[config.mk]
export PLATFORM = sky130hd
export DESIGN_NAME = button_click_gesture_classifier_flat
export DESIGN_NICKNAME = d
export VERILOG_FILES = /design/src/rtl/bcg_pkg.sv /design/src/rtl/bcg_if.sv /design/src/rtl/bcg_fsm.sv /design/src/rtl/button_click_gesture_classifier.sv /design/src/flat_wrapper.sv
export SDC_FILE = /design/constraint.sdc
export NUM_CORES = 1
export LEC_CHECK = 0
export ABC_AREA = 1
export BUFFER_PORTS_ARGS = -buffer_cell sky130_fd_sc_hd__buf_4
export CORE_ASPECT_RATIO = 1.5
export CORE_MARGIN = 2
export CORE_UTILIZATION = 48
export DETAILED_ROUTE_END_ITERATION = 12
export PLACE_DENSITY = 0.77
export SETUP_SLACK_MARGIN = 0.2
export SLEW_MARGIN = 20
export SYNTH_ARGS = -nofsm -noshare
export SYNTH_HDL_FRONTEND = slang
export SYNTH_SLANG_ARGS = --single-unit
[constraint.sdc]
create_clock -name clk -period 5.9 [get_ports clk]
set_input_delay 0.295 -clock clk [delete_from_list [all_inputs] [get_ports clk]]
set_output_delay 0.295 -clock clk [all_outputs]
set_load 0.02 [all_outputs]
[src/rtl/bcg_pkg.sv]
package bcg_pkg;

  localparam int unsigned TimeWidth   = 32;
  localparam int unsigned WindowWidth = 16;
  localparam int unsigned EventWidth  = 4;
  localparam int unsigned CfgIdxWidth = 1;
  localparam int unsigned CfgDataWidth = WindowWidth;

  localparam logic [CfgIdxWidth-1:0] REG_ACTIVE_LEVEL = 1'd0;
  localparam logic [CfgIdxWidth-1:0] REG_WINDOW_MS    = 1'd1;

  localparam logic                   ACTIVE_LEVEL_RST = 1'b1;
  localparam logic [WindowWidth-1:0] WINDOW_MS_RST    = 16'd500;

  localparam logic [EventWidth-1:0] EV_RELEASED        = 4'd0;
  localparam logic [EventWidth-1:0] EV_CLICK           = 4'd1;
  localparam logic [EventWidth-1:0] EV_PRESSED         = 4'd2;
  localparam logic [EventWidth-1:0] EV_LONG_CLICK      = 4'd3;
  localparam logic [EventWidth-1:0] EV_UP              = 4'd4;
  localparam logic [EventWidth-1:0] EV_DOUBLE_CLICK    = 4'd5;
  localparam logic [EventWidth-1:0] EV_CLICK_CONFIRMED = 4'd6;
  localparam logic [EventWidth-1:0] EV_DOUBLE_PRESSED  = 4'd7;
  localparam logic [EventWidth-1:0] EV_LONG_PRESSED    = 4'd8;

  typedef struct packed {
    logic                   active_level;
    logic [WindowWidth-1:0] window_ms;
  } cfg_t;

endpackage

[src/rtl/bcg_if.sv]
interface bcg_poll_if;
  logic                            valid;
  logic                            ready;
  logic                            level;
  logic [bcg_pkg::TimeWidth-1:0]   now_ms;

  modport source (output valid, output level, output now_ms, input ready);
  modport sink   (input valid, input level, input now_ms, output ready);
endinterface

interface bcg_event_if;
  logic                            valid;
  logic                            ready;
  logic [bcg_pkg::EventWidth-1:0]  event_res;

  modport source (output valid, output event_res, input ready);
  modport sink   (input valid, input event_res, output ready);
endinterface

[src/rtl/bcg_fsm.sv]
module bcg_fsm (
  input  logic                             clk,
  input  logic                             rst,
  input  logic                             step,
  input  logic                             level,
  input  logic [bcg_pkg::TimeWidth-1:0]    now_ms,
  input  bcg_pkg::cfg_t                    cfg,
  output logic [bcg_pkg::EventWidth-1:0]   event_res
);

  localparam logic [2:0] ST_IDLE  = 3'd0;
  localparam logic [2:0] ST_DOWN1 = 3'd1;
  localparam logic [2:0] ST_GAP   = 3'd2;
  localparam logic [2:0] ST_DOWN2 = 3'd3;
  localparam logic [2:0] ST_LONG  = 3'd4;

  logic [2:0]                      state;
  logic [2:0]                      state_next;
  logic [bcg_pkg::TimeWidth-1:0]   start_time;
  logic [bcg_pkg::TimeWidth-1:0]   start_time_next;
  logic [bcg_pkg::TimeWidth-1:0]   window_end;
  logic                            pressed;
  logic                            in_win;

  assign pressed    = (level == cfg.active_level);
  assign window_end = start_time +
                      {{(bcg_pkg::TimeWidth-bcg_pkg::WindowWidth){1'b0}}, cfg.window_ms};
  assign in_win     = (now_ms < window_end);

  always_comb begin
    state_next      = state;
    start_time_next = start_time;
    event_res       = bcg_pkg::EV_RELEASED;
    unique case (state)
      ST_DOWN1: begin
        if (!pressed) begin
          state_next = ST_GAP;
          event_res  = bcg_pkg::EV_UP;
        end else if (in_win) begin
          event_res  = bcg_pkg::EV_PRESSED;
        end else begin
          state_next = ST_LONG;
          event_res  = bcg_pkg::EV_LONG_CLICK;
        end
      end
      ST_GAP: begin
        if (pressed) begin
          state_next = ST_DOWN2;
          event_res  = bcg_pkg::EV_DOUBLE_CLICK;
        end else if (in_win) begin
          event_res  = bcg_pkg::EV_RELEASED;
        end else begin
          state_next = ST_IDLE;
          event_res  = bcg_pkg::EV_CLICK_CONFIRMED;
        end
      end
      ST_DOWN2: begin
        if (pressed) begin
          event_res  = bcg_pkg::EV_DOUBLE_PRESSED;
        end else begin
          state_next = ST_IDLE;
          event_res  = bcg_pkg::EV_UP;
        end
      end
      ST_LONG: begin
        if (pressed) begin
          event_res  = bcg_pkg::EV_LONG_PRESSED;
        end else begin
          state_next = ST_IDLE;
          event_res  = bcg_pkg::EV_UP;
        end
      end
      default: begin
        start_time_next = now_ms;
        if (pressed) begin
          state_next = ST_DOWN1;
          event_res  = bcg_pkg::EV_CLICK;
        end else begin
          state_next = ST_IDLE;
          event_res  = bcg_pkg::EV_RELEASED;
        end
      end
    endcase
  end

  always_ff @(posedge clk) begin
    if (rst) begin
      state      <= ST_IDLE;
      start_time <= '0;
    end else if (step) begin
      state      <= state_next;
      start_time <= start_time_next;
    end
  end

endmodule

[src/rtl/button_click_gesture_classifier.sv]
// Channel    Dir  Payload             Transfer
// poll_in    in   level, now_ms       valid & ready
// event_out  out  event_res           valid & ready
// cfg        in   cfg_index, cfg_wdata  cfg_we
//
// One poll per cycle sustained while event_out.ready stays high; each poll gives one
// event after its transfer, passing the input register, then the event register.
// The classifier state updates as a poll leaves the input register.
// Reset is synchronous: state idle, start time zero, config at defaults.
// A stalled event register holds the input register; both stages fill before
// poll_in.ready drops.
module button_click_gesture_classifier (
  input  logic                                  clk,
  input  logic                                  rst,
  bcg_poll_if.sink                              poll_in,
  bcg_event_if.source                           event_out,
  input  logic                                  cfg_we,
  input  logic [bcg_pkg::CfgIdxWidth-1:0]       cfg_index,
  input  logic [bcg_pkg::CfgDataWidth-1:0]      cfg_wdata
);

  bcg_pkg::cfg_t                     cfg;
  logic                              in_valid;
  logic                              in_level;
  logic [bcg_pkg::TimeWidth-1:0]     in_now;
  logic                              out_valid;
  logic [bcg_pkg::EventWidth-1:0]    out_event;
  logic [bcg_pkg::EventWidth-1:0]    event_next;
  logic                              out_free;
  logic                              step;

  assign out_free      = !out_valid || event_out.ready;
  assign step          = in_valid && out_free;
  assign poll_in.ready = !in_valid || out_free;

  always_ff @(posedge clk) begin
    if (rst) begin
      cfg.active_level <= bcg_pkg::ACTIVE_LEVEL_RST;
      cfg.window_ms    <= bcg_pkg::WINDOW_MS_RST;
    end else if (cfg_we) begin
      unique case (cfg_index)
        bcg_pkg::REG_ACTIVE_LEVEL: cfg.active_level <= cfg_wdata[0];
        bcg_pkg::REG_WINDOW_MS:    cfg.window_ms    <= cfg_wdata;
        default: ;
      endcase
    end
  end

  always_ff @(posedge clk) begin
    if (rst) begin
      in_valid <= 1'b0;
    end else if (poll_in.ready) begin
      in_valid <= poll_in.valid;
    end
  end

  always_ff @(posedge clk) begin
    if (poll_in.valid && poll_in.ready) begin
      in_level <= poll_in.level;
      in_now   <= poll_in.now_ms;
    end
  end

  bcg_fsm u_fsm (
    .clk       (clk),
    .rst       (rst),
    .step      (step),
    .level     (in_level),
    .now_ms    (in_now),
    .cfg       (cfg),
    .event_res (event_next)
  );

  always_ff @(posedge clk) begin
    if (rst) begin
      out_valid <= 1'b0;
    end else if (out_free) begin
      out_valid <= in_valid;
    end
  end

  always_ff @(posedge clk) begin
    if (step) begin
      out_event <= event_next;
    end
  end

  assign event_out.valid     = out_valid;
  assign event_out.event_res = out_event;

endmodule

[src/flat_wrapper.sv]
// flat-port wrapper written by rule: the top's interface ports become plain ports
module button_click_gesture_classifier_flat 
  (clk, rst, cfg_we, cfg_index, cfg_wdata, poll_in_valid, poll_in_level, poll_in_now_ms, poll_in_ready, event_out_valid, event_out_event_res, event_out_ready);
  bcg_poll_if poll_in_i ();
  bcg_event_if event_out_i ();
  input  logic clk;
  input  logic rst;
  input  logic cfg_we;
  input  logic [bcg_pkg::CfgIdxWidth-1:0] cfg_index;
  input  logic [bcg_pkg::CfgDataWidth-1:0] cfg_wdata;
  input wire logic [$bits(poll_in_i.valid)-1:0] poll_in_valid;
  input wire logic [$bits(poll_in_i.level)-1:0] poll_in_level;
  input wire logic [$bits(poll_in_i.now_ms)-1:0] poll_in_now_ms;
  output wire logic [$bits(poll_in_i.ready)-1:0] poll_in_ready;
  output wire logic [$bits(event_out_i.valid)-1:0] event_out_valid;
  output wire logic [$bits(event_out_i.event_res)-1:0] event_out_event_res;
  input wire logic [$bits(event_out_i.ready)-1:0] event_out_ready;
  assign poll_in_i.valid = poll_in_valid;
  assign poll_in_i.level = poll_in_level;
  assign poll_in_i.now_ms = poll_in_now_ms;
  assign poll_in_ready = poll_in_i.ready;
  assign event_out_valid = event_out_i.valid;
  assign event_out_event_res = event_out_i.event_res;
  assign event_out_i.ready = event_out_ready;
  button_click_gesture_classifier u_core (.clk(clk), .rst(rst), .poll_in(poll_in_i), .event_out(event_out_i), .cfg_we(cfg_we), .cfg_index(cfg_index), .cfg_wdata(cfg_wdata));
endmodule
==> Word-level counts from Yosys, hierarchy flattened <==
Cells that the tools add are included.
{ "totals": {"in_bits": 55, "regBits": 91, "output_inout_bits": 6} }
{ "classes": {"reduce_logical": 12, "addsub": 1, "eq_ne": 8, "order_cmp": 1, "bitwise_logic": 2, "n_mux": 15} }
{ "op_table": {"columns": ["cell", "n"], "rows": [
  ["$add 32x16->32", 1],
  ["$lt 32x32->1", 1],
  ["$mux 3", 8],
  ["$pmux 4 s4", 1],
  ["$pmux 3 s3", 1],
  ["$eq 3x2->1 const B", 2],
  ["$ne 3x3->1 const B", 2],
  ["$reduce_and 2->1", 3],
  ["$mux 4", 1],
  ["$reduce_and 4->1", 1],
  ["$reduce_or 4->1", 1],
  ["$eq 3x1->1 const B", 1],
  ["$eq 3x3->1 const B", 1],
  ["$mux 1", 3],
  ["$logic_and 1x1->1", 2],
  ["$logic_not 1->1", 2],
  ["$logic_or 1x1->1", 2],
  ["$mux 2", 1],
  ["$ne 2x2->1 const B", 1],
  ["$not 1->1", 2],
  ["$reduce_or 2->1", 1],
  ["$eq 1x1->1", 1]
]} }

==> Logic depth before layout (Yosys ltp) <==
Gate-level depths: netlist (run 1).
{ "logic_depth": {"word_depth": 5, "depth_mapped": 23, "mapped_depth_nobuf": 23} }

==> Hierarchy <==
From an unflattened synthesis (run 1), not the netlist that was laid out.
{ "unflattened": {"hier_cells": 617, "area_unflattened_um2": 5069.9} }
{ "by_module_without_submodules": {"columns": ["module", "seq_area_each_um2", "area_per_inst_um2", "n_inst", "cells_each"], "rows": [
  ["bcg_fsm", 700.7, 3211.8, 1, 473],
  ["button_click_gesture_classifier", 1491.4, 1858.0, 1, 144]
]} }

==> Worst setup path after synthesis (run 1) <==
Ideal clock, no wire load.
{ "synth_timing": {"path_type": "register to register", "from": "register u_core.u_fsm.start_time[0] (netlist name)", "to": "register u_core.out_event, in the netlist u_core.event_out.event_res[0], data pin", "arrival_time_ps": 2723, "path_buffers": 0, "path_slack_ps": 2913, "period_less_slack_ps": 2987, "required_time_ps": 5637, "stages_incl_launch_ff": 23, "path_cell_list": "dfxtp_1 ha_1 inv_1 fa_1 o21ai_2 a21oi_2 o21ai_2 nand2_1 nand2_2 nand2_2 nor2_4 nand2_1 nand2_1 nand2_1 ha_1 nand2_1 nor2_1 nand4_1 a21oi_1 nor2_1 nand2_1 a21oi_1 o21ai_0"} }
{ "synth_between": {"elab_chain_len": 5} }
{ "synth_rtl": {"columns": ["element", "line_no", "source"], "rows": [
  ["start: declaration", "bcg_fsm.sv:19", "logic [bcg_pkg::TimeWidth-1:0] start_time;"],
  ["start signal: assignment", "bcg_fsm.sv:92", "start_time <= start_time_next;"],
  ["$add 32x16->32", "bcg_fsm.sv:26", "assign window_end = start_time +"],
  ["$lt 32x32->1", "bcg_fsm.sv:28", "assign in_win = (now_ms < window_end);"],
  ["$mux 1", "bcg_fsm.sv:39", "end else if (in_win) begin"],
  ["$mux 3", "bcg_fsm.sv:36", "if (!pressed) begin"],
  ["$pmux 4 s4", "bcg_fsm.sv:34", "unique case (state)"],
  ["net u_core.event_next (one bit)", "button_click_gesture_classifier.sv:28", "logic [bcg_pkg::EventWidth-1:0] event_next;"],
  ["end signal: assignment", "button_click_gesture_classifier.sv:84", "out_event <= event_next;"],
  ["end: declaration", "button_click_gesture_classifier.sv:27", "logic [bcg_pkg::EventWidth-1:0] out_event;"]
]} }
The timed path passes the listed nets, and every way through them passes these cells.
A chain may end at the register's enable or synchronous reset.

==> Worst setup path in the final report (run 1) <==
Ends and elaborated chain as after synthesis.

==> results of run 1 <==
## power breakdown
group	internal, W	total, W	switching [W]
Combinational	0.000126	0.000301	0.000175
Clock	0.000283	0.000516	0.000233
Sequential	0.000699	0.000730	0.0000304
Total	0.00111	0.00155	0.000438
## worst max-delay path, stage by stage (launching register included)
cell                      delay [ps]
sky130_fd_sc_hd__dfxtp_1         330
sky130_fd_sc_hd__ha_1            180
sky130_fd_sc_hd__inv_1            60
sky130_fd_sc_hd__fa_1            410
sky130_fd_sc_hd__o21ai_2         200
sky130_fd_sc_hd__a21oi_2         110
sky130_fd_sc_hd__o21ai_2         210
sky130_fd_sc_hd__a21oi_2         120
sky130_fd_sc_hd__nor2_2          190
sky130_fd_sc_hd__a21oi_1          90
sky130_fd_sc_hd__nor2_1          170
sky130_fd_sc_hd__ha_1            260
sky130_fd_sc_hd__nand2_1          80
sky130_fd_sc_hd__nor2_1           60
sky130_fd_sc_hd__nand4_1          80
sky130_fd_sc_hd__a21oi_1          50
sky130_fd_sc_hd__nor2_1          130
sky130_fd_sc_hd__nand2_1         130
sky130_fd_sc_hd__a21oi_1         150
sky130_fd_sc_hd__o21ai_0          90
## logic make-up after synthesis
| logic type | synth area share |
|---|---|
| AO/OA/AOI/OAI | 0.138 |
| XOR/XNOR | 0.0496 |
| buffers and inverters | 0.0468 |
| flip-flops | 0.443 |
| adder cells (fa/ha/maj) | 0.123 |
| AND/OR/NAND/NOR | 0.200 |
## worst max-delay path by stage
stage,end,slack [ps],cells after the start
after global placement,u_core.event_out.event_res[0]$_DFFE_PP_,2640,22
after detailed placement,u_core.event_out.event_res[0]$_DFFE_PP_,2570,22
after CTS,u_core.event_out.event_res[0]$_DFFE_PP_,2550,22
after floorplan,u_core.event_out.event_res[0]$_DFFE_PP_,2910,22
after global routing,u_core.event_out.event_res[0]$_DFFE_PP_,2130,20
final,u_core.event_out.event_res[0]$_DFFE_PP_,2550,19
## state kept, by name, summed over array words and instances (netlist names)
name                        cells
u_core.u_fsm.start_time        32
u_core.event_out.valid          1
u_core.in_level                 1
u_core.event_out.event_res      4
u_core.in_now                  32
u_core.u_fsm.state              3
u_core.cfg                     17
u_core.in_valid                 1
## area by class of cell
class / count / area share
Timing Repair Buffer: 62 / 0.0810
Sequential cell: 91 / 0.381
Multi-Input combinational cell: 443 / 0.439
Inverter: 42 / 0.0274
Tap cell: 117 / 0.0255
Clock buffer: 11 / 0.0405
Clock inverter: 5 / 0.00522
## stage by stage
stage | hold WS (ps) | worst slack [ps] | util | std cells
after floorplan | 364 | 2910 | - | 589
after global placement | 465 | 2640 | 0.544 | 755
after detailed placement | 470 | 2570 | 0.544 | 755
after CTS | 117 | 2550 | 0.570 | 771
after global routing | 112 | 2130 | 0.570 | 771
final | 120 | 2550 | 0.570 | 771
## placed cells by master, fill, tap and decap left out, types with 21 or more instances in the layout
cell	netlist	final
sky130_fd_sc_hd__a21oi_1	53	53
sky130_fd_sc_hd__buf_4	0	62
sky130_fd_sc_hd__dfxtp_1	54	54
sky130_fd_sc_hd__edfxtp_1	37	37
sky130_fd_sc_hd__ha_1	47	47
sky130_fd_sc_hd__inv_1	41	41
sky130_fd_sc_hd__nand2_1	99	99
sky130_fd_sc_hd__nand3_1	21	21
sky130_fd_sc_hd__nor2_1	96	96
sky130_fd_sc_hd__o21ai_0	62	62
## routing by layer
metal	up-vias	GRT usage
met1	1904	0.240
met5	-	0
met2	105	0.399
li1	2104	-
met3	26	0.0404
met4	0	0.107
==> impl_summary.log, run 1 <==
INFO  metric timing.reg2reg.setup_slack = 2550 ps
INFO  metric post_cts_resize_count = 0
INFO  metric ant_nets = 0
INFO  metric syn-instance-count = 589
INFO  metric max_cap_violation_count = 0
INFO  metric synth_seq_cells = 91
INFO  metric yosysMostFrequentCell = sky130_fd_sc_hd__nand2_1
INFO  metric global_route.overflow_total = 0
INFO  metric timing.critical_path.from_type = flop
INFO  metric synth.top_cells.by_area = sky130_fd_sc_hd__edfxtp_1 (22%), sky130_fd_sc_hd__dfxtp_1 (22%), sky130_fd_sc_hd__ha_1 (12%)
INFO  metric grt_setup_unrepaired = no
INFO  metric worstHoldPathCells = 1
INFO  metric synth.net_count = 692
INFO  metric slew_viol_final = 0
INFO  metric floorplan.core_area = ~10000 um2
INFO  metric place_hpwl = between 8000 and 9000 um
INFO  metric met2WireLength = a little over 6000 um
INFO  metric dominantRegCellSynth = sky130_fd_sc_hd__dfxtp_1
INFO  metric critical_path.max_fanout = 4
INFO  metric wl_met1 = 4400 um
INFO  metric placement.cell_area = 5490 um2
INFO  metric synth_edf_count = 37
INFO  metric detail_route.wirelength = 11200 um
INFO  metric reg2reg_from = u_core.u_fsm.start_time[0]$_SDFFE_PP0P_
INFO  metric crit_path_required_time = 5990 ps
INFO  metric report.power.total = 0.00155 W
INFO  metric max_slew_margin = 0.566
INFO  metric period_needed = ~3300 ps
INFO  metric multiInputGateArea = 2520 um2
INFO  metric tritoncts = done
INFO  metric synth_area_leader_cell = sky130_fd_sc_hd__edfxtp_1
INFO  metric fin_tns_setup = 0 ps
INFO  metric clock_skew = ~6.7 ps
INFO  metric crit_path_start = u_core.u_fsm.start_time[0]$_SDFFE_PP0P_
INFO  metric cts_root_buffer = sky130_fd_sc_hd__clkbuf_16
INFO  metric clock_sink_count = ~90
INFO  metric drt-pass1-iter-count = 5
INFO  metric io_pins = 61
INFO  metric filler_cell_count = 867
INFO  metric synth_area = 4950 um2
INFO  metric capturing_element_type_of_the_critical_path = flop
INFO  metric post-cts-setup-buffers = 0
INFO  metric yosys-top-cells-count = sky130_fd_sc_hd__nand2_1 (99), sky130_fd_sc_hd__nor2_1 (96), sky130_fd_sc_hd__o21ai_0 (62)
INFO  metric fraction_of_final_layout_cells_with_drive_strength_greater_than_1 = 0.142
INFO  metric final_cell_area = 5750 um2
INFO  metric die_span_in_y = about 130 um
INFO  metric final_setup_violation_count = 0
INFO  metric floorplan.die_area = around 11000 um2
INFO  metric finish.net_count = 752
INFO  metric worst-endpoint-arrival = 3440 ps
INFO  metric top_layer = met4
INFO  metric critical_path.reg2reg.endpoint = u_core.event_out.event_res[0]$_DFFE_PP_
INFO  metric start_util = 0.491
INFO  metric cts_inserted_buffers = 9
INFO  metric via_count_of_the_first_global_routing_pass = 4320
INFO  metric yosys_warnings = 0
INFO  metric register_area = 2190 um2
INFO  metric tot_gr_track_use = 0.219
INFO  metric clk_latency = 350 ps
INFO  metric reg2regPathDepth = 19
INFO  metric power.leakage = roughly 2.5 nW
INFO  metric htree_levels = 3
INFO  metric cts.reportedPaths.clkPinSlew = about 60 ps
INFO  metric maximum_number_of_pins_on_one_net_before_global_route_repair = 50
INFO  metric grt_pass1_wl = 19400 um
INFO  metric setup.worst_path.class = flop to flop
INFO  metric ctsHoldBuffers = 0
INFO  metric drt_iter0_drc = 183
INFO  metric syn-mean-instance-area = 8.40 um2
INFO  metric die_w = 86.9 um
INFO  metric num_vias = 4139
INFO  metric core.rowCount = 45
INFO  metric min-delay-start = poll_in_now_ms[5]
INFO  metric area_delta_synth_final = 16.2%
INFO  metric antenna_diode_count = 0
INFO  metric gp_congestion = 0.896
INFO  metric max_clock_freq = between 200 and 300 MHz
INFO  metric timing_hold_violations_final = 0
INFO  metric powerDensity = about 270 nW/um2
INFO  metric peakVddDrop = 0.239 mV
INFO  metric worst_pin_slew = about 650 ps
INFO  metric ys_types = 32
INFO  metric async_reset_ff_frac = 0
INFO  metric min_delay_worst_endpoint = u_core.in_now[5]$_DFFE_PP_
INFO  metric finalCritPeriodShare = 0.567
INFO  metric buffers_on_ports = 60
INFO  metric drc = 0
INFO  metric min-delay-path-class = input port to flop
INFO  metric initial_antenna_violation_count = 0
INFO  metric status = finished, final reports clean
INFO  metric detail_route.wl_per_cell = ~15 um
INFO  metric route.met3.wl = around 390 um
INFO  metric synth_largest_type_area_fraction = 0.225
INFO  metric seq_area_frac_synth = 0.443
INFO  metric detail_route.vias_per_cell = about 5.4
INFO  metric clockBufferDepth = 2
No activity file was read; power rests on OpenSTA's default activity.
==> run 2, diff against run 1 <==
--- a/config.mk
+++ b/config.mk
@@ -5,13 +5,13 @@
 export SDC_FILE = /design/constraint.sdc
 export NUM_CORES = 1
 export LEC_CHECK = 0
-export ABC_AREA = 1
+export ABC_AREA = 0
 export BUFFER_PORTS_ARGS = -buffer_cell sky130_fd_sc_hd__buf_4
 export CORE_ASPECT_RATIO = 1.5
 export CORE_MARGIN = 2
 export CORE_UTILIZATION = 48
 export DETAILED_ROUTE_END_ITERATION = 12
-export PLACE_DENSITY = 0.77
+export PLACE_DENSITY = 0.8
 export SETUP_SLACK_MARGIN = 0.2
 export SLEW_MARGIN = 20
 export SYNTH_ARGS = -nofsm -noshare
==> constraint.sdc (replaced) <==
create_clock -name clk -period 2.95 [get_ports clk]
set_input_delay 0.1475 -clock clk [delete_from_list [all_inputs] [get_ports clk]]
set_output_delay 0.1475 -clock clk [all_outputs]
set_load 0.02 [all_outputs]
==> impl_summary.log, run 2 <==
INFO  metric capturing_element_type_of_the_critical_path = flop
INFO  metric synth_edf_count = 37
INFO  metric synth_area = 4900 um2
INFO  metric clock_skew = 5.58 ps
INFO  metric grt_pass1_wl = 21000 um
INFO  metric syn-mean-instance-area = 9.19 um2
INFO  metric setup.worst_path.class = flop to flop
INFO  metric synth.area.mux_share = 0
INFO  metric grt_setup_unrepaired = yes
INFO  metric multiInputGateArea = between 2000 and 3000 um2
INFO  metric grt.met3_usage = 0.0425
INFO  metric clockBufferDepth = 2
INFO  metric synth_simple_gate_area_frac = 0.179
INFO  metric initial_antenna_violation_count = 0
INFO  metric synth_seq_cells = 91
INFO  metric detail_route.wirelength = roughly 13000 um
INFO  metric drc = 0
INFO  metric detail_route.wl_per_cell = roughly 16 um
INFO  metric seq_area_frac_synth = 0.447
INFO  metric cts_root_buffer = sky130_fd_sc_hd__clkbuf_16
INFO  metric async_reset_ff_frac = 0
INFO  metric buffers_on_ports = 60
INFO  metric fin_cells = ~800
INFO  metric setup_slack = -1070 ps
INFO  metric fraction_of_final_layout_cells_with_drive_strength_greater_than_1 = 0.252
INFO  metric path_cells = ha_1 -> and4_1 -> and3_1 -> nand3_1 -> o2bb2ai_1 -> o21bai_1 -> a21oi_1 -> xor2_1 -> ha_1 -> nand4_1 -> or4_4 -> o211ai_1 -> a31o_4 -> buf_4 -> o221ai_2 -> o211a_1
INFO  metric timing.critical_path.from_type = flop
INFO  metric io_pins = 61
INFO  metric floorplan.core_area = 10000 um2
INFO  metric synth_top_family_by_area = simple AND/OR/NAND/NOR gates
INFO  metric placement.cell_area = 5920 um2
INFO  metric finish.net_count = 788
INFO  metric synth_largest_type_area_fraction = 0.227
INFO  metric final_cell_area = 6720 um2
INFO  metric max_clock_freq = 249 MHz
INFO  metric tot_gr_track_use = 0.238
INFO  metric cts_inserted_buffers = 9
INFO  metric post_synth_xor_area_fraction = 0.0554
INFO  metric via_count_of_the_first_global_routing_pass = roughly 4800
INFO  metric floorplan.die_area = about 11000 um2
INFO  metric timing_hold_violations_final = 0
INFO  metric die_span_in_y = 128 um
INFO  metric finalCritPeriodShare = 1.36
INFO  metric peakVddDrop = ~0.36 mV
INFO  metric crit_path_required_time = 3190 ps
INFO  metric dominantRegCellSynth = sky130_fd_sc_hd__dfxtp_1
INFO  metric clock_sink_count = 91
INFO  metric failed_checks = setup timing
INFO  metric timing.reg2reg.setup_slack = -1070 ps
INFO  metric layout_commonest_cell = sky130_fd_sc_hd__buf_4
INFO  metric tritoncts = done
INFO  metric clk_latency = 340 ps
INFO  metric leading_registers_by_flop_count = u_core.in_now: 32 flops, u_core.u_fsm.start_time: 32 flops, u_core.cfg: 17 flops
INFO  metric layout.cells.most_common_list = sky130_fd_sc_hd__buf_4 (125), sky130_fd_sc_hd__nand2_1 (116), sky130_fd_sc_hd__a21oi_1 (65)
INFO  metric max_slew_margin = 0.537
INFO  metric drt_iter0_drc = approximately 310
INFO  metric family_of_cells_with_the_greatest_summed_delay_on_the_critical_path = compound AO/OA/AOI/OAI gates
INFO  metric ys_types = 46
INFO  metric critical_path.max_fanout = 4
INFO  metric min-delay-path-class = input port to flop
INFO  metric start_util = 0.489
INFO  metric power.leakage = 2.79 nW
INFO  metric path_common_cell = sky130_fd_sc_hd__ha_1
INFO  metric cts.reportedPaths.clkPinSlew = about 60 ps
INFO  metric globalRouteMet2Util = 0.448
INFO  metric critical-path-slowest-cell = sky130_fd_sc_hd__or4_4
INFO  metric slew_viol_final = 0
INFO  metric place_hpwl = ~9100 um
INFO  metric die_w = just under 90 um
INFO  metric register_area = 2190 um2
INFO  metric global_route.overflow_total = 0
INFO  metric syn-instance-count = 533
INFO  metric critPathBufInv = 1
INFO  metric core.rowCount = 45
INFO  metric powerDensity = approximately 480 nW/um2
INFO  metric htree_levels = 3
INFO  metric synth.net_count = ~640
INFO  metric post-place-cells = 748
INFO  metric area_delta_synth_final = 37.1%
INFO  metric synth_area_leader_cell = sky130_fd_sc_hd__edfxtp_1
INFO  metric grt_most_used_layer = met2
INFO  metric filler_cell_count = 730
INFO  metric worst-endpoint-arrival = 4260 ps
INFO  metric fin_tns_setup = -5860 ps
INFO  metric globalRouteMet1Util = 0.242
INFO  metric worst_pin_slew = 690 ps
INFO  metric max_cap_violation_count = 0
INFO  metric ant_nets = 0
INFO  metric antenna_diode_count = 0
INFO  metric detail_route.vias_per_cell = 5.58
INFO  metric synth_compound_area_frac = 0.165
INFO  metric period_needed = between 4000 and 5000 ps
INFO  metric final_setup_violation_count = 6
INFO  metric yosysMostFrequentCell = sky130_fd_sc_hd__nand2_1
INFO  metric synth-adder-area-share = 0.124
INFO  metric gp_congestion = between 0.9 and 1
INFO  metric drt-pass1-iter-count = 5
INFO  metric yosys-top-cells-count = sky130_fd_sc_hd__nand2_1 (116), sky130_fd_sc_hd__a21oi_1 (71), sky130_fd_sc_hd__dfxtp_1 (54)
INFO  metric maximum_number_of_pins_on_one_net_before_global_route_repair = 55
INFO  metric synth.top_cells.by_area = sky130_fd_sc_hd__edfxtp_1 (23%), sky130_fd_sc_hd__dfxtp_1 (22%), sky130_fd_sc_hd__ha_1 (12%)
INFO  metric num_vias = 4504
INFO  metric critPathMaxStageDelay = 510 ps
INFO  metric yosys_warnings = 0
INFO  metric status = finished, violations left
run 2: cell types whose count changed after synthesis, sizes merged, moves of 4 or more:
| cell | previous run | this run |
|---|---|---|
| clkbuf | 9 | 17 |
| a21oi | 56 | 72 |
| nand3b | 1 | 6 |
| nor2b | 0 | 5 |
| nand3 | 21 | 9 |
| nand2 | 103 | 116 |
| nor2 | 100 | 20 |
| o21ai | 66 | 14 |
| inv | 42 | 15 |
| a21o | 0 | 13 |
| o21bai | 0 | 4 |
| and3 | 0 | 6 |
| nand2b | 0 | 7 |
run 2: cell type report:
class | instances | area share
Tap cell | 117 | 0.0218
Multi-Input combinational cell | 406 | 0.403
Sequential cell | 91 | 0.327
Clock buffer | 9 | 0.0335
Clock inverter | 7 | 0.0101
Inverter | 15 | 0.00838
Timing Repair Buffer | 162 | 0.197
run 2: logic make-up (layout without fill, tap and decap cells):
| logic type | after synthesis | in the layout |
|---|---|---|
| AND/OR/NAND/NOR | 195 | 195 |
| AO/OA/AOI/OAI | 132 | 132 |
| flip-flops | 91 | 91 |
| adder cells (fa/ha/maj) | 48 | 48 |
| buffers and inverters | 36 | 193 |
| XOR/XNOR | 31 | 31 |
run 2: repair_timing:
item / in CTS / in global routing
pin swaps: 17 / 23
hold buffers: 33 / 0
endpoints found under the setup margin: 6 / 6
hold endpoints to repair: 33 / 0
setup buffers: 5 / 5
resized for setup: 10 / 13
run 2: tightest hold or removal path, cell delays in order:
cell,delay (ps)
sky130_fd_sc_hd__buf_4,70
sky130_fd_sc_hd__nand2_1,40
sky130_fd_sc_hd__nand3b_1,70
run 2: worst paths after layout:
check / startpoint / cells after the start / endpoint
worst max-delay path: u_core.u_fsm.start_time[9]$_SDFFE_PP0P_ / 16 / u_core.u_fsm.state[0]$_SDFFE_PP0P_
worst max register to register: u_core.u_fsm.start_time[9]$_SDFFE_PP0P_ / 16 / u_core.u_fsm.state[0]$_SDFFE_PP0P_
worst min-delay path: cfg_wdata[6] / 3 / u_core.cfg[6]$_SDFFE_PP1P_
worst min register to register: u_core.cfg[3]$_SDFFE_PP0P_ / 2 / u_core.cfg[3]$_SDFFE_PP0P_
run 2: through the flow:
stage,hold slack (ps),power (W),utilization,setup slack (ps)
after floorplan,246,0.00181,-,-705
after global placement,325,0.00202,0.591,-900
final,18.1,0.00325,0.670,-1070
after global routing,33.6,0.00338,0.670,-1180
after detailed placement,327,0.00205,0.591,-1080
after CTS,16.5,0.00322,0.661,-1010
run 2: report_power, final:
group | switching [W] | internal (W) | total (W)
combinational | 0.000339 | 0.000334 | 0.000672
sequential | 0.0000572 | 0.00139 | 0.00145
clock | 0.000475 | 0.000654 | 0.00113
total | 0.000871 | 0.00238 | 0.00325
run 2: layer usage:
layer  up-vias  wire length, um  part of all wire
met5         -                0                 0
met4         0              570             0.044
met3        50              512             0.039
met2       147             7180              0.55
met1      2111             4730              0.36
li1       2196                -                 -
==> run 3, diff against run 2 <==
--- a/config.mk
+++ b/config.mk
@@ -7,7 +7,6 @@
 export LEC_CHECK = 0
 export ABC_AREA = 0
 export BUFFER_PORTS_ARGS = -buffer_cell sky130_fd_sc_hd__buf_4
-export CORE_ASPECT_RATIO = 1.5
 export CORE_MARGIN = 2
 export CORE_UTILIZATION = 48
 export DETAILED_ROUTE_END_ITERATION = 12
==> impl_summary.log, run 3 (synthesis results as in run 2) <==
INFO  metric via_count_of_the_first_global_routing_pass = approximately 4300
INFO  metric timing_hold_violations_final = 0
INFO  metric status = finished, violations left
INFO  metric min-delay-path-class = input port to flop
INFO  metric worst_pin_slew = about 860 ps
INFO  metric power.leakage = about 2.7 nW
INFO  metric finalCritPeriodShare = 1.30
INFO  metric final_setup_violation_count = 6
INFO  metric clock_skew = 12.2 ps
INFO  metric crit_path_required_time = about 3200 ps
INFO  metric fin_tns_setup = -4740 ps
INFO  metric power_switching_share = 0.280
INFO  metric slew_viol_final = 0
INFO  metric htree_levels = 3
INFO  metric peakVddDrop = 0.390 mV
INFO  metric cts.reportedPaths.clkPinSlew = 90 ps
INFO  metric setup_slack = -886 ps
INFO  metric switching_power = 0.000813 W
INFO  metric io_pins = 61
INFO  metric max_slew_margin = 0.425
INFO  metric power.share.sequential = 0.496
INFO  metric gp_congestion = 0.968
INFO  metric period_needed = roughly 3800 ps
INFO  metric powerDensity = 439 nW/um2
INFO  metric clockBufferDepth = 2
INFO  metric max_clock_freq = roughly 260 MHz
INFO  metric setup.worst_path.class = flop to flop
INFO  metric floorplan.core_area = 9820 um2
INFO  metric buffers_on_ports = 60
INFO  metric placement.cell_area = 5900 um2
INFO  metric cellInternalPower = about 0.0021 W
INFO  metric area_delta_synth_final = 34.9%
INFO  metric capturing_element_type_of_the_critical_path = flop
INFO  metric start_util = 0.499
INFO  metric maximum_number_of_pins_on_one_net_before_global_route_repair = 55
INFO  metric drt_iter0_drc = 211
INFO  metric global_route.overflow_total = 0
INFO  metric initial_antenna_violation_count = 0
INFO  metric final_cell_area = 6610 um2
INFO  metric drc = 0
INFO  metric power.combinational.fraction = 0.223
INFO  metric drt-pass1-iter-count = 4
INFO  metric critical_path.max_fanout = 5
INFO  metric p_clk_frac = 0.280
INFO  metric cts_root_buffer = sky130_fd_sc_hd__clkbuf_8
INFO  metric detail_route.vias_per_cell = 5.31
INFO  metric grt_setup_unrepaired = yes
INFO  metric antenna_diode_count = 0
INFO  metric worst-endpoint-arrival = slightly above 4000 ps
INFO  metric cts_inserted_buffers = 9
INFO  metric num_vias = 4344
INFO  metric failed_checks = setup timing
INFO  metric timing.critical_path.from_type = flop
INFO  metric report.power.total = 0.00290 W
INFO  metric tritoncts = done
INFO  metric tot_gr_track_use = 0.224
INFO  metric leading_registers_by_flop_count = u_core.in_now: 32 flops, u_core.u_fsm.start_time: 32 flops, u_core.cfg: 17 flops
INFO  metric clock_sink_count = 91
INFO  metric core.rowCount = 36
INFO  metric layout.cells.most_common_list = sky130_fd_sc_hd__nand2_1 (115), sky130_fd_sc_hd__buf_4 (114), sky130_fd_sc_hd__a21oi_1 (64)
INFO  metric filler_cell_count = 766
INFO  metric fraction_of_final_layout_cells_with_drive_strength_greater_than_1 = 0.238
INFO  metric clk_latency = 370 ps
INFO  metric detail_route.wl_per_cell = 14.5 um
INFO  metric floorplan.die_area = 11000 um2
INFO  metric place_hpwl = between 8000 and 9000 um
INFO  metric layout_commonest_cell = sky130_fd_sc_hd__nand2_1
INFO  metric detail_route.wirelength = between 10000 and 15000 um
INFO  metric ant_nets = 0
INFO  metric finish.net_count = 783
INFO  metric die_w = 105 um
INFO  metric grt_pass1_wl = about 20000 um
INFO  metric max_cap_violation_count = 0
INFO  metric die_span_in_y = around 110 um
[run 3: changes by cell type in the layout (fill, tap and decap cells not counted), moves of 2 or more]
cell                            before  now
sky130_fd_sc_hd__buf_4             125  114
sky130_fd_sc_hd__nor2_1             17   19
sky130_fd_sc_hd__clkbuf_8            0   10
sky130_fd_sc_hd__clkbuf_16           9    1
sky130_fd_sc_hd__clkinvlp_4          0    2
sky130_fd_sc_hd__nor2_2              2    0
sky130_fd_sc_hd__clkinv_2            2    0
sky130_fd_sc_hd__dlygate4sd3_1      33   40
[run 3: critical path: stages (launching register included)]
cell	delay (ps)
sky130_fd_sc_hd__dfxtp_2	360
sky130_fd_sc_hd__ha_4	140
sky130_fd_sc_hd__inv_2	30
sky130_fd_sc_hd__fa_2	340
sky130_fd_sc_hd__nor2b_2	140
sky130_fd_sc_hd__o21ai_2	70
sky130_fd_sc_hd__a21oi_2	210
sky130_fd_sc_hd__buf_4	150
sky130_fd_sc_hd__o21ai_2	40
sky130_fd_sc_hd__nand2b_1	110
sky130_fd_sc_hd__a31oi_1	100
sky130_fd_sc_hd__xor2_1	160
sky130_fd_sc_hd__ha_1	280
sky130_fd_sc_hd__nand4_1	90
sky130_fd_sc_hd__or4_1	540
sky130_fd_sc_hd__o211ai_1	220
sky130_fd_sc_hd__buf_4	150
sky130_fd_sc_hd__a31o_4	160
sky130_fd_sc_hd__buf_6	120
sky130_fd_sc_hd__o21ai_4	50
sky130_fd_sc_hd__o221ai_2	190
[run 3: layer usage]
| layer | global-route usage | routed length [um] | share of wire | vias up |
|---|---|---|---|---|
| li1 | - | - | - | 2183 |
| met1 | 0.279 | 5180 | 0.44 | 2032 |
| met2 | 0.386 | 5940 | 0.50 | 110 |
| met3 | 0.0468 | 571 | 0.048 | 19 |
| met4 | 0.0705 | 187 | 0.016 | 0 |
| met5 | 0 | 0 | 0 | - |
[run 3: power by group through the flow]
stage | clock network [W] | registers [W] | logic (W)
floorplan | 0 | 0.00145 | 0.000354
global placement | 0 | 0.00146 | 0.000553
global route | 0.000887 | 0.00145 | 0.000724
detailed placement | 0 | 0.00147 | 0.000583
finish | 0.000814 | 0.00144 | 0.000649
CTS | 0.000837 | 0.00144 | 0.000636
[run 3: path summary, 6_finish.rpt]
| kind | slack (ps) | from | cells after the start | endpoint |
|---|---|---|---|---|
| setup / recovery | -890 | u_core.u_fsm.start_time[0]$_SDFFE_PP0P_ | 20 | u_core.event_out.event_res[2]$_DFFE_PP_ |
| hold reg to reg | 470 | u_core.u_fsm.start_time[12]$_SDFFE_PP0P_ | 2 | u_core.u_fsm.start_time[12]$_SDFFE_PP0P_ |
| setup reg to reg | -890 | u_core.u_fsm.start_time[0]$_SDFFE_PP0P_ | 20 | u_core.event_out.event_res[2]$_DFFE_PP_ |
| hold / removal | 20 | cfg_wdata[11] | 3 | u_core.cfg[11]$_SDFFE_PP0P_ |
[run 3: per-stage QoR]
step / util / setup slack [ps] / std cells / hold WS [ps]
finish: 0.673 / -886 / 818 / 20.3
global route: 0.673 / -1120 / 818 / 17.9
CTS: 0.667 / -949 / 818 / 2.83
detailed placement: 0.601 / -991 / 759 / 327
global placement: 0.601 / -889 / 759 / 326
floorplan: - / -705 / 533 / 246
[run 3: layout make-up]
type                            instances  area (um2)  area share
Multi-Input combinational cell        406        2700       0.409
Sequential cell                        91        2200       0.332
Timing Repair Buffer                  157        1300       0.196
Clock buffer                           12         166      0.0252
Tap cell                              133         166      0.0252
Inverter                               15        56.3     0.00852
Clock inverter                          4        22.5     0.00341
[run 3: timing repair]
| item | CTS | global route |
|---|---|---|
| buffers inserted | 3 | 0 |
| pin swaps | 20 | 18 |
| hold buffers | 40 | 0 |
| setup endpoints to repair | 6 | 6 |
| gates resized for setup | 11 | 14 |
| endpoints found under the hold margin | 40 | 0 |
